$ cat config.mk
export PLATFORM = sky130hd
export DESIGN_NAME = sysex_frame_7to8_decoder_top
export DESIGN_NICKNAME = d
export VERILOG_FILES = /design/src/design/sfd_pkg.sv /design/src/design/sfd_unpack.sv /design/src/design/sfd_out_reg.sv /design/src/design/sysex_frame_7to8_decoder_top.sv
export SDC_FILE = /design/constraint.sdc
export NUM_CORES = 1
export LEC_CHECK = 0
export BUFFER_PORTS_ARGS = -buffer_cell sky130_fd_sc_hd__buf_2
export CAP_MARGIN = 0
export CORE_ASPECT_RATIO = 0.9
export CORE_UTILIZATION = 25
export CTS_CLUSTER_SIZE = 40
export DETAILED_ROUTE_END_ITERATION = 10
export GPL_ROUTABILITY_DRIVEN = 0
export REMOVE_ABC_BUFFERS = 1
export SLEW_MARGIN = 20
export SYNTH_ARGS = -nofsm -noshare
export SYNTH_HDL_FRONTEND = slang
export SYNTH_SLANG_ARGS = --single-unit
$ cat constraint.sdc
create_clock -name i_clk -period 2.55 [get_ports i_clk]
set_input_delay 0.255 -clock i_clk [delete_from_list [all_inputs] [get_ports i_clk]]
set_output_delay 0.255 -clock i_clk [all_outputs]
set_load 0.05 [all_outputs]
$ cat src/design/sfd_pkg.sv
// ----------------------------------------------------------------------------
// sfd_pkg: shared types and constants of the framed 7-to-8 bit decoder
// Holds the framing byte codes and the result record carried between the
// unpacking logic and the output register.
// ----------------------------------------------------------------------------
package sfd_pkg;

    // Framing and command codes.
    localparam logic [7:0] START_BYTE = 8'hF0;
    localparam logic [7:0] START_TAG  = 8'h01;
    localparam logic [7:0] END_BYTE   = 8'hF7;
    localparam logic [7:0] HIGH_BIT   = 8'h80;
    localparam logic [7:0] CMD_MULTI_A = 8'h01;
    localparam logic [7:0] CMD_MULTI_B = 8'h03;
    localparam logic [7:0] SUB_MULTI   = 8'h01;

    // One result item.
    typedef struct packed {
        logic [7:0] out_byte;
        logic       byte_valid;
        logic       message_end;
        logic [7:0] command;
        logic [7:0] sub_command;
        logic [7:0] seq_number;
        logic       frame_error;
    } t_result;

endpackage

$ cat src/design/sfd_unpack.sv
// ----------------------------------------------------------------------------
// sfd_unpack: chunk parser and 7-to-8 bit unpacker
// Tracks the header position, payload group position and multi-chunk prefix,
// and forms the result (if any) that the current byte causes.
// ----------------------------------------------------------------------------
module sfd_unpack (
    input  logic             i_clk,
    input  logic             i_rst_n,
    input  logic             i_take,
    input  logic [7:0]       i_byte,
    output logic             o_fire,
    output sfd_pkg::t_result o_res
);

    typedef enum logic [2:0] {
        HP_START,
        HP_TAG,
        HP_SEQ,
        HP_UNUSED,
        HP_CMD,
        HP_SUB,
        HP_PAYLOAD
    } t_hdr;

    t_hdr       r_hp,        n_hp;
    logic [2:0] r_group_pos, n_group_pos;
    logic [6:0] r_high_bits, n_high_bits;
    logic [7:0] r_cmd,       n_cmd;
    logic [7:0] r_sub,       n_sub;
    logic [7:0] r_seq,       n_seq;
    logic [1:0] r_prefix,    n_prefix;
    logic [7:0] r_total,     n_total;
    logic [7:0] r_index,     n_index;
    logic       r_discard,   n_discard;

    logic       is_end;
    logic       is_multi;
    logic [7:0] data_byte;
    logic       last_chunk;

    assign is_end   = (i_byte == sfd_pkg::END_BYTE);
    assign is_multi = ((r_cmd == sfd_pkg::CMD_MULTI_A) || (r_cmd == sfd_pkg::CMD_MULTI_B))
                      && (r_sub == sfd_pkg::SUB_MULTI);
    assign data_byte = r_high_bits[r_group_pos - 3'd1] ? (i_byte | sfd_pkg::HIGH_BIT)
                                                         : i_byte;
    assign last_chunk = (r_prefix >= 2'd2)
                        && (({1'b0, r_index} + 9'd1) == {1'b0, r_total});

    always_comb begin
        n_hp        = r_hp;
        n_group_pos = r_group_pos;
        n_high_bits = r_high_bits;
        n_cmd       = r_cmd;
        n_sub       = r_sub;
        n_seq       = r_seq;
        n_prefix    = r_prefix;
        n_total     = r_total;
        n_index     = r_index;
        n_discard   = r_discard;

        o_fire            = 1'b0;
        o_res.out_byte    = 8'h00;
        o_res.byte_valid  = 1'b0;
        o_res.message_end = 1'b0;
        o_res.command     = r_cmd;
        o_res.sub_command = r_sub;
        o_res.seq_number  = r_seq;
        o_res.frame_error = 1'b0;

        if (r_discard) begin
            if (is_end) begin
                n_discard = 1'b0;
                n_hp      = HP_START;
            end
        end else begin
            unique case (r_hp)
                HP_START, HP_TAG: begin
                    if (i_byte == ((r_hp == HP_START) ? sfd_pkg::START_BYTE
                                                       : sfd_pkg::START_TAG)) begin
                        n_hp = (r_hp == HP_START) ? HP_TAG : HP_SEQ;
                    end else begin
                        n_hp              = HP_START;
                        n_discard         = !is_end;
                        o_fire            = 1'b1;
                        o_res.frame_error = 1'b1;
                    end
                end
                HP_SEQ: begin
                    if (is_end) begin
                        n_hp = HP_START;
                    end else begin
                        n_seq = i_byte;
                        n_hp  = HP_UNUSED;
                    end
                end
                HP_UNUSED: begin
                    n_hp = is_end ? HP_START : HP_CMD;
                end
                HP_CMD: begin
                    if (is_end) begin
                        n_hp = HP_START;
                    end else begin
                        n_cmd = i_byte;
                        n_hp  = HP_SUB;
                    end
                end
                HP_SUB: begin
                    if (is_end) begin
                        n_hp = HP_START;
                    end else begin
                        n_sub       = i_byte;
                        n_group_pos = 3'd0;
                        n_high_bits = 7'd0;
                        n_prefix    = 2'd0;
                        n_hp        = HP_PAYLOAD;
                    end
                end
                HP_PAYLOAD: begin
                    if (is_end) begin
                        // End of chunk; a multi-chunk message ends only on its last chunk.
                        n_hp        = HP_START;
                        n_group_pos = 3'd0;
                        if (!is_multi || last_chunk) begin
                            o_fire            = 1'b1;
                            o_res.message_end = 1'b1;
                        end
                    end else if (r_group_pos == 3'd0) begin
                        n_high_bits = i_byte[6:0];
                        n_group_pos = 3'd1;
                    end else begin
                        n_group_pos = (r_group_pos == 3'd7) ? 3'd0 : (r_group_pos + 3'd1);
                        if (is_multi && (r_prefix != 2'd3)) begin
                            // Count, index and spare byte are swallowed.
                            if (r_prefix == 2'd0) begin
                                n_total = data_byte;
                            end else if (r_prefix == 2'd1) begin
                                n_index = data_byte;
                            end
                            n_prefix = r_prefix + 2'd1;
                        end else begin
                            o_fire           = 1'b1;
                            o_res.out_byte   = data_byte;
                            o_res.byte_valid = 1'b1;
                        end
                    end
                end
                default: begin
                    n_hp = HP_START;
                end
            endcase
        end
    end

    always_ff @(posedge i_clk) begin
        if (!i_rst_n) begin
            r_hp        <= HP_START;
            r_group_pos <= 3'd0;
            r_high_bits <= 7'd0;
            r_cmd       <= 8'h00;
            r_sub       <= 8'h00;
            r_seq       <= 8'h00;
            r_prefix    <= 2'd0;
            r_total     <= 8'h00;
            r_index     <= 8'h00;
            r_discard   <= 1'b0;
        end else if (i_take) begin
            r_hp        <= n_hp;
            r_group_pos <= n_group_pos;
            r_high_bits <= n_high_bits;
            r_cmd       <= n_cmd;
            r_sub       <= n_sub;
            r_seq       <= n_seq;
            r_prefix    <= n_prefix;
            r_total     <= n_total;
            r_index     <= n_index;
            r_discard   <= n_discard;
        end
    end

endmodule

$ cat src/design/sfd_out_reg.sv
// ----------------------------------------------------------------------------
// sfd_out_reg: result register of the decoder
// Holds one finished result until the receiver takes it.
// ----------------------------------------------------------------------------
module sfd_out_reg (
    input  logic             i_clk,
    input  logic             i_rst_n,
    input  logic             i_load,
    input  sfd_pkg::t_result i_res,
    input  logic             i_ready,
    output logic             o_valid,
    output sfd_pkg::t_result o_res
);

    logic             r_valid;
    sfd_pkg::t_result r_res;

    always_ff @(posedge i_clk) begin
        if (!i_rst_n) begin
            r_valid <= 1'b0;
        end else if (i_load) begin
            r_valid <= 1'b1;
        end else if (i_ready) begin
            r_valid <= 1'b0;
        end
    end

    // Data needs no reset; it is only looked at while r_valid is set.
    always_ff @(posedge i_clk) begin
        if (i_load) begin
            r_res <= i_res;
        end
    end

    assign o_valid = r_valid;
    assign o_res   = r_res;

endmodule

$ cat src/design/sysex_frame_7to8_decoder_top.sv
// ----------------------------------------------------------------------------
// sysex_frame_7to8_decoder_top: framed 7-bit chunk to 8-bit byte decoder
// Parses F0 01 framed chunks, unpacks 7-bit payload groups into 8-bit bytes
// and reports message ends, reassembling multi-chunk messages.
// ----------------------------------------------------------------------------
// Usage:
// Raw stream bytes arrive one per request on the input channel
// (i_in_valid / o_in_ready / i_in_byte). Each byte causes zero or one result
// request on the output channel (o_out_valid / i_out_ready), which carries a
// decoded byte, an end-of-message mark or a framing error, together with the
// command, subcommand and sequence number of the current chunk.
// The result of an accepted byte is registered and is on the ports in the
// cycle after the byte is accepted. Throughput is one byte per cycle while
// the receiver does not stall; the parse state and the result register are
// both updated at the accepting edge, so the rate is set by that single register stage.
// The block keeps taking bytes while a result waits, as long as the waiting
// result is taken in the same cycle; when the receiver stalls with a result
// held, o_in_ready drops until it is taken. Bytes that produce no result
// (header bytes, flag bytes, swallowed prefix bytes) still need a free or
// draining result register.
// Reset (synchronous, active low) returns the parser to expecting a start
// byte, clears the held header fields and empties the result register.
// ----------------------------------------------------------------------------
module sysex_frame_7to8_decoder_top (
    input  logic       i_clk,
    input  logic       i_rst_n,
    input  logic       i_in_valid,
    output logic       o_in_ready,
    input  logic [7:0] i_in_byte,
    output logic       o_out_valid,
    input  logic       i_out_ready,
    output logic [7:0] o_out_byte,
    output logic       o_byte_valid,
    output logic       o_message_end,
    output logic [7:0] o_command,
    output logic [7:0] o_sub_command,
    output logic [7:0] o_seq_number,
    output logic       o_frame_error
);

    logic             take;
    logic             fire;
    sfd_pkg::t_result step_res;
    sfd_pkg::t_result out_res;

    // Room exists when the result register is empty or is being emptied now.
    assign o_in_ready = !o_out_valid || i_out_ready;
    assign take       = i_in_valid && o_in_ready;

    sfd_unpack u_unpack (
        .i_clk   (i_clk),
        .i_rst_n (i_rst_n),
        .i_take  (take),
        .i_byte  (i_in_byte),
        .o_fire  (fire),
        .o_res   (step_res)
    );

    sfd_out_reg u_out_reg (
        .i_clk   (i_clk),
        .i_rst_n (i_rst_n),
        .i_load  (take && fire),
        .i_res   (step_res),
        .i_ready (i_out_ready),
        .o_valid (o_out_valid),
        .o_res   (out_res)
    );

    assign o_out_byte    = out_res.out_byte;
    assign o_byte_valid  = out_res.byte_valid;
    assign o_message_end = out_res.message_end;
    assign o_command     = out_res.command;
    assign o_sub_command = out_res.sub_command;
    assign o_seq_number  = out_res.seq_number;
    assign o_frame_error = out_res.frame_error;

    // A result is exactly one kind: data byte, message end or framing error.
    a_one_kind: assert property (@(posedge i_clk) disable iff (!i_rst_n)
        o_out_valid |-> $onehot({o_byte_valid, o_message_end, o_frame_error}))
        else $error("result carries more or less than one kind");

    // Non-data results carry a zero byte.
    a_zero_byte: assert property (@(posedge i_clk) disable iff (!i_rst_n)
        (o_out_valid && !o_byte_valid) |-> (o_out_byte == 8'h00))
        else $error("non-data result with nonzero byte");

    // A held result blocks the input side.
    a_stall_blocks: assert property (@(posedge i_clk) disable iff (!i_rst_n)
        (o_out_valid && !i_out_ready) |-> !o_in_ready)
        else $error("input accepted while result stalled");

    // A stalled result is never overwritten.
    a_hold: assert property (@(posedge i_clk) disable iff (!i_rst_n)
        (o_out_valid && !i_out_ready) |=> (o_out_valid && $stable(out_res)))
        else $error("stalled result changed");

endmodule
Word level (Yosys, flattened, before mapping)
Index checks and enable logic that the tools add are counted.
- register bits after elaboration: 92
- input port bits: 12
- output and inout port bits: 37
- word-level logic and storage cells: 120
- add/sub/neg operators: 4
- $lt $le $gt $ge: 2
- equality and inequality tests: 20
- multiplexer cells: 41
- bitwise operators: 6
- reduce and logical (&&, ||, !) cells: 29
- operator list (operator ; count):
    $mux 3 ; 10
    $mux 7 ; 3
    $pmux 3 s6 ; 1
    $eq 8x1->1 const B ; 2
    $mux 8 ; 2
    $reduce_and 4->1 ; 4
    $mux 1 ; 14
    $pmux 7 s2 ; 1
    $reduce_and 7->1 ; 2
    $eq 3x3->1 const B ; 4
    $mux 2 ; 6
    $add 8x1->9 const B ; 1
    $eq 9x8->1 ; 1
    $eq 8x2->1 const B ; 1
    $eq 8x8->1 ; 1
    $eq 8x8->1 const B ; 1
    $ne 2x2->1 const B ; 4
    $reduce_and 8->1 ; 1
    $eq 3x2->1 const B ; 2
    $logic_not 3->1 ; 2
    $not 1->1 ; 6
    $pmux 3 s2 ; 1
    $reduce_and 6->1 ; 1
    $logic_and 1x1->1 ; 5
    19 further kinds ; 26

Logic depth before layout (Yosys ltp)
- depth after elaboration: 11
- depth in mapped cells: 9
- gate-level depth less buffers: 8

Modules after synthesis
Synthesis repeated with hierarchy kept, for this count alone.
- cell total of the unflattened synthesis: 396
- area total of the unflattened synthesis: 4121.5 um2
- modules (own cells, without submodules) (module ; instances ; cells each ; area an instance (um2) ; sequential area each (um2)):
    sfd_unpack ; 1 ; 355 ; 3002.9 ; 1121.1
    sfd_out_reg ; 1 ; 38 ; 1092.3 ; 1071.0
    sysex_frame_7to8_decoder_top ; 1 ; 3 ; 26.3 ; 0.0

Worst setup path before layout
Ideal clock, no wire load.
- kind: input to register
- from: in i_in_byte[0]
- to: reg u_out_reg.r_res (netlist bit u_out_reg.o_res[0]) (enable)
- library setup time: 0.396 ns
- data arrival time: 2.234 ns
- data required time: 2.154 ns
- path slack: -0.080 ns
- stages on the path: 6
- buffers on the path: 1
- cell sequence: clkbuf_1 > nor4b_1 > nor4b_1 > or4_1 > o31ai_1 > a22o_1
- longest elaborated chain between the ends: 5
- elaborated cells on any way between the ends: 7
- classes of those cells: eq/ne: 2; mux: 4; reduce/logical: 1
- RTL lines (what ; line ; source):
    start, declared ; sysex_frame_7to8_decoder_top.sv:29 ; input logic [7:0] i_in_byte,
    $eq 8x8->1 (on tied branches) ; sfd_unpack.sv:41, sfd_unpack.sv:78 ;
    $mux 1 (on tied branches) ; sfd_unpack.sv:119, sfd_unpack.sv:78 ;
    $pmux 1 s2 (*) ; sfd_unpack.sv:76 ; unique case (r_hp)
    $mux 1 (*) ; sfd_unpack.sv:70 ; if (r_discard) begin
    $logic_and 1x1->1 (*) ; sysex_frame_7to8_decoder_top.sv:62 ; .i_load (take && fire),
    via u_out_reg.i_load ; sfd_out_reg.sv:8 ; input logic i_load,
    end signal, assigned ; sfd_out_reg.sv:31 ; r_res <= i_res;
    end, declared ; sfd_out_reg.sv:16 ; sfd_pkg::t_result r_res;
The timed path passes the listed nets; every way through them passes the cells marked *.
A chain may end at the register's enable or synchronous reset.

Final worst setup path
- from: reg u_unpack.r_index[0]
- to: reg u_out_reg.r_res (netlist bit u_out_reg.o_res[2]) (enable)
- longest elaborated chain between the ends: 9
- RTL lines (what ; line ; source):
    start, declared ; sfd_unpack.sv:33 ; logic [7:0] r_index, n_index;
    start signal, assigned ; sfd_unpack.sv:175 ; r_index <= n_index;
    $add 8x1->9 ; sfd_unpack.sv:47 ; && (({1'b0, r_index} + 9'd1) == {1'b0, r_total});
    $eq 9x8->1 ; sfd_unpack.sv:47 ;
    $logic_and 1x1->1 ; sfd_unpack.sv:47 ;
    $logic_or 1x1->1 ; sfd_unpack.sv:123 ; if (!is_multi || last_chunk) begin
    $mux 1 ; sfd_unpack.sv:123 ;
    $mux 1 ; sfd_unpack.sv:119 ; if (is_end) begin
    $pmux 1 s2 ; sfd_unpack.sv:76 ;
    $mux 1 ; sfd_unpack.sv:70 ;
    $logic_and 1x1->1 ; sysex_frame_7to8_decoder_top.sv:62 ;
    via u_out_reg.i_load ; sfd_out_reg.sv:8 ;
The timed path passes the listed nets, and every way through them passes these cells.

==> results by group <==
Min path
  – Worst min-delay path class: primary input to flop
  – Hold Path Stages: 3
  – Hold_sp: i_out_ready
  – Hold Crit Endpoint: u_out_reg.o_valid$_SDFFE_PN0P_

Timing
  – Number of hold-slack violations in the final timing report: 0
  – Headroom to the max-slew limit: 0.420
  – RSZ-0062 raised after global routing: false
  – Worst clock skew: roughly 0.0071 ns
  – Max Clk Rate: approximately 440 MHz
  – Final slew viol count: 0
  – Final hold slack: between 0.2 and 0.3 ns
  – Time the final worst path needs with I/O delays and setup: between 2 and 2.5 ns
  – Slew of the pin with the lowest slew margin: ~0.87 ns
  – Total setup violations reported at the end of the flow: 0
  – Share of the clock period used by the worst path: 0.888

Yosys
  – Biggest area contributors in the synthesized netlist: sky130_fd_sc_hd__dfxtp_1 (27%), sky130_fd_sc_hd__edfxtp_1 (25%), sky130_fd_sc_hd__mux2i_1 (9.1%), sky130_fd_sc_hd__nor2b_1 (7.1%), sky130_fd_sc_hd__ha_1 (2.7%)
  – Cells after Synth: between 300 and 400
  – Post-synthesis register bit count: between 90 and 100
  – Yosys Warn Count: 0
  – Sequential area share after synthesis: 0.526
  – Synth Area per Inst: between 10 and 15 µm²
  – Post-synth EDFFs: 35
  – Area share of the largest cell type after synthesis: 0.274
  – Asr flop ratio synth: 0
  – Primary flip-flop cell chosen by synthesis mapping: sky130_fd_sc_hd__dfxtp_1
  – Biggest area consumer among synthesized cells: sky130_fd_sc_hd__dfxtp_1
  – Unique cell type count in the Yosys netlist: 60
  – Dominant cell by count in the synthesized netlist: sky130_fd_sc_hd__dfxtp_1
  – Area of the mapped netlist: around 4200 µm²
  – Synth top cells by count: sky130_fd_sc_hd__dfxtp_1 (57), sky130_fd_sc_hd__nor2b_1 (47), sky130_fd_sc_hd__mux2i_1 (38)

Placed design
  – Estimated wirelength of the detail-placed design: 6.73 mm
  – Number of buffers added on ports: 48
  – Instance count after placement with tap cells included: about 610

Outcome
  – Violations in the final reports: design-rule violations
  – Status: finished, violations left

Cells and area
  – Total area of sequential cells: approximately 2200 µm²
  – Fraction of layout cells with a size suffix above 1: 0.216
  – Antenna fix cells: 0
  – Fillers: between 1.5k and 2k
  – Fin nets: roughly 440
  – Final Non-Filler Cells: ~630
  – Total area of multi-input combinational cells: 1830 µm²
  – Area added between synthesis and finish: 18.4%

Floorplan
  – Width of the chip: 138 µm
  – Full die area: 17200 µm²
  – Die height: roughly 120 µm
  – Effective utilization at floorplan: 0.257
  – Core area: ~16000 µm²
  – Total I/O pin count: 49
  – Placement row count: 44

Clock tree
  – Worst-case clock buffer depth: 2
  – Number of clock sinks: about 90
  – Number of buffers created by CTS: 9
  – CTS tree: yes
  – Clock latency on the worst-skew pair: 0.35 ns
  – Post-CTS Setup Bufs: 0
  – CTS-repair resized insts: 0
  – Clk root buf: sky130_fd_sc_hd__clkbuf_16
  – H-tree level count: 3
  – # hold bufs at CTS: 0
  – Clock transition time at the flip-flop clock pins of the worst setup and hold paths: roughly 0.060 ns

Worst setup path
  – Worst Setup Path Type: flop to flop
  – Worst R2R End: u_out_reg.o_res[2]$_DFFE_PP_
  – Minimum setup slack among reg-to-reg paths: ~0.29 ns
  – CP Launch Type: flop
  – Worst EP required: roughly 2.6 ns
  – Critical R2R Launch: u_unpack.r_index[0]$_SDFFE_PN0P_
  – CP endpoint kind: flop
  – Arrival time worst endpoint: about 2.3 ns
  – Peak fanout along the critical path: 36
  – Worst reg2reg path depth: 7

Run
  – MaxCap Viol Count: 0

Routing
  – Average wire per standard cell: 15.1 µm
  – Met2 wirelength from detailed routing: 4.48 mm
  – ANT nets after route: 0
  – Highest signal layer in the routed design: met4
  – Average via count per standard cell: 4.57
  – DRT met1 WL: 4.41 mm
  – Final WL: approximately 9.5 mm
  – Amount of wire on met3 after detailed routing: approximately 500 µm
  – Count of vias placed by the detailed router: ~2.9k
  – Number of iterations in the first detailed-routing pass: 7
  – Post-detailed-route DRC marker count: 12
  – Violation count after the first detailed-route iteration: between 150 and 200

GRT
  – Antenna violations before repair: 0
  – Wire length of the first global-routing pass: about 15 mm
  – Vias in the first global route: between 2k and 3k
  – GRT Overall Usage: 0.116
  – Pin count of the biggest net entering global routing: 60
  – Remaining Overflow, GRT: 0

Pwr
  – Cell Pwr Density: between 600 and 700 nW/µm²
  – Total leakage power: 1.82 nW
  – Maximum vdd ir drop: 0.000314 V
metal layers:
metal  global-route usage  up-vias
li1                     -     1428
met1                0.148     1366
met2                0.188       69
met3               0.0331        9
met4               0.0377        0
met5                    0        -
stage by stage:
step	instance area [µm²]	total power, mW	TNS [ns]	worst slack (ns)	util
6_report	4940	3.13	0	0.286	0.304
5_1_grt	4940	3.23	0	0.0690	0.304
4_1_cts	4940	3.17	0	0.305	0.304
3_5_place_dp	4650	1.87	0	0.246	0.286
3_3_place_gp	4650	1.87	0	0.332	0.286
2_1_floorplan	4070	1.76	-2.34	-0.0668	-
flip-flops by register name (all words and copies together) (netlist names):
register / cells
u_unpack.r_total: 8
u_unpack.r_cmd: 8
u_out_reg.o_valid: 1
u_out_reg.o_res: 35
u_unpack.r_seq: 8
u_unpack.r_index: 8
u_unpack.r_group_pos: 3
u_unpack.r_discard: 1
u_unpack.r_sub: 8
u_unpack.r_high_bits: 7
u_unpack.r_hp: 3
u_unpack.r_prefix: 2
cell usage in the layout, fill, tap and decap left out, drive strengths merged, types with 2 or more instances in the layout:
master  instances
a22oi           7
a211o           2
nand2          18
edfxtp         35
nand4           4
nor3            9
nand3b          2
or3             4
o221a           3
nor2b          47
nor4            5
o21a            2
a31oi           2
and2            9
nor3b           2
o21ai           7
a21oi           8
nor4b           5
clkbuf         10
nor2           14
o211ai          2
nand4b          3
a21boi          4
buf            57
xnor2           6
clkinv          2
nand2b          4
nand3           6
ha              9
and4            2
inv            14
mux2i          38
or4             4
o22ai           4
dfxtp          57
cells by family after synthesis:
family / count (synthesis) / share of synthesized area
and+or+nand+nor: 141 / 0.215
buffers and inverters: 30 / 0.0348
DFF: 92 / 0.526
AOI/OAI and AO/OA: 48 / 0.0807
xor gates and xnor gates: 7 / 0.0147
muxes: 40 / 0.0993
adders and majority gates: 10 / 0.0294
critical path, stage by stage, from the launching register on:
cell and delay [ns]:
sky130_fd_sc_hd__dfxtp_1 0.45, sky130_fd_sc_hd__ha_1 0.29, sky130_fd_sc_hd__nand2b_1 0.11, sky130_fd_sc_hd__o211ai_1 0.17
sky130_fd_sc_hd__a31oi_1 0.12, sky130_fd_sc_hd__nor4b_1 0.35, sky130_fd_sc_hd__a22o_1 0.23, sky130_fd_sc_hd__buf_12 0.22
layout make-up:
class	instances	area share
repair buffers	57	0.0649
inverters	11	0.00836
well taps	207	0.0524
clock inverters	6	0.0109
clock buffers	10	0.0484
multi-input cells	246	0.371
flip-flops and latches	92	0.444
worst max-delay path by stage:
stage	startpoint	to	slack, ns	cells after the start
2_1_floorplan	u_unpack.r_index[0]$_SDFFE_PN0P_	u_out_reg.o_res[0]$_SDFFCE_PP0P_	-0.07	6
3_3_place_gp	i_in_byte[5]	u_out_reg.o_res[5]$_DFFE_PP_	0.33	7
3_5_place_dp	i_in_byte[5]	u_out_reg.o_res[18]$_DFFE_PP_	0.25	7
4_1_cts	u_unpack.r_index[0]$_SDFFE_PN0P_	u_out_reg.o_res[15]$_DFFE_PP_	0.31	7
5_1_grt	u_unpack.r_index[0]$_SDFFE_PN0P_	u_out_reg.o_res[2]$_DFFE_PP_	0.07	7
6_report	u_unpack.r_index[0]$_SDFFE_PN0P_	u_out_reg.o_res[2]$_DFFE_PP_	0.29	7
where the power goes:
| part | leakage (nW) | switching [mW] | internal [mW] |
|---|---|---|---|
| Sequential | 0.803 | 0.0121 | 1.56 |
| Combinational | 0.878 | 0.202 | 0.0618 |
| Clock | 0.142 | 0.588 | 0.704 |
Note: power is estimated with default switching activity, not from simulation.
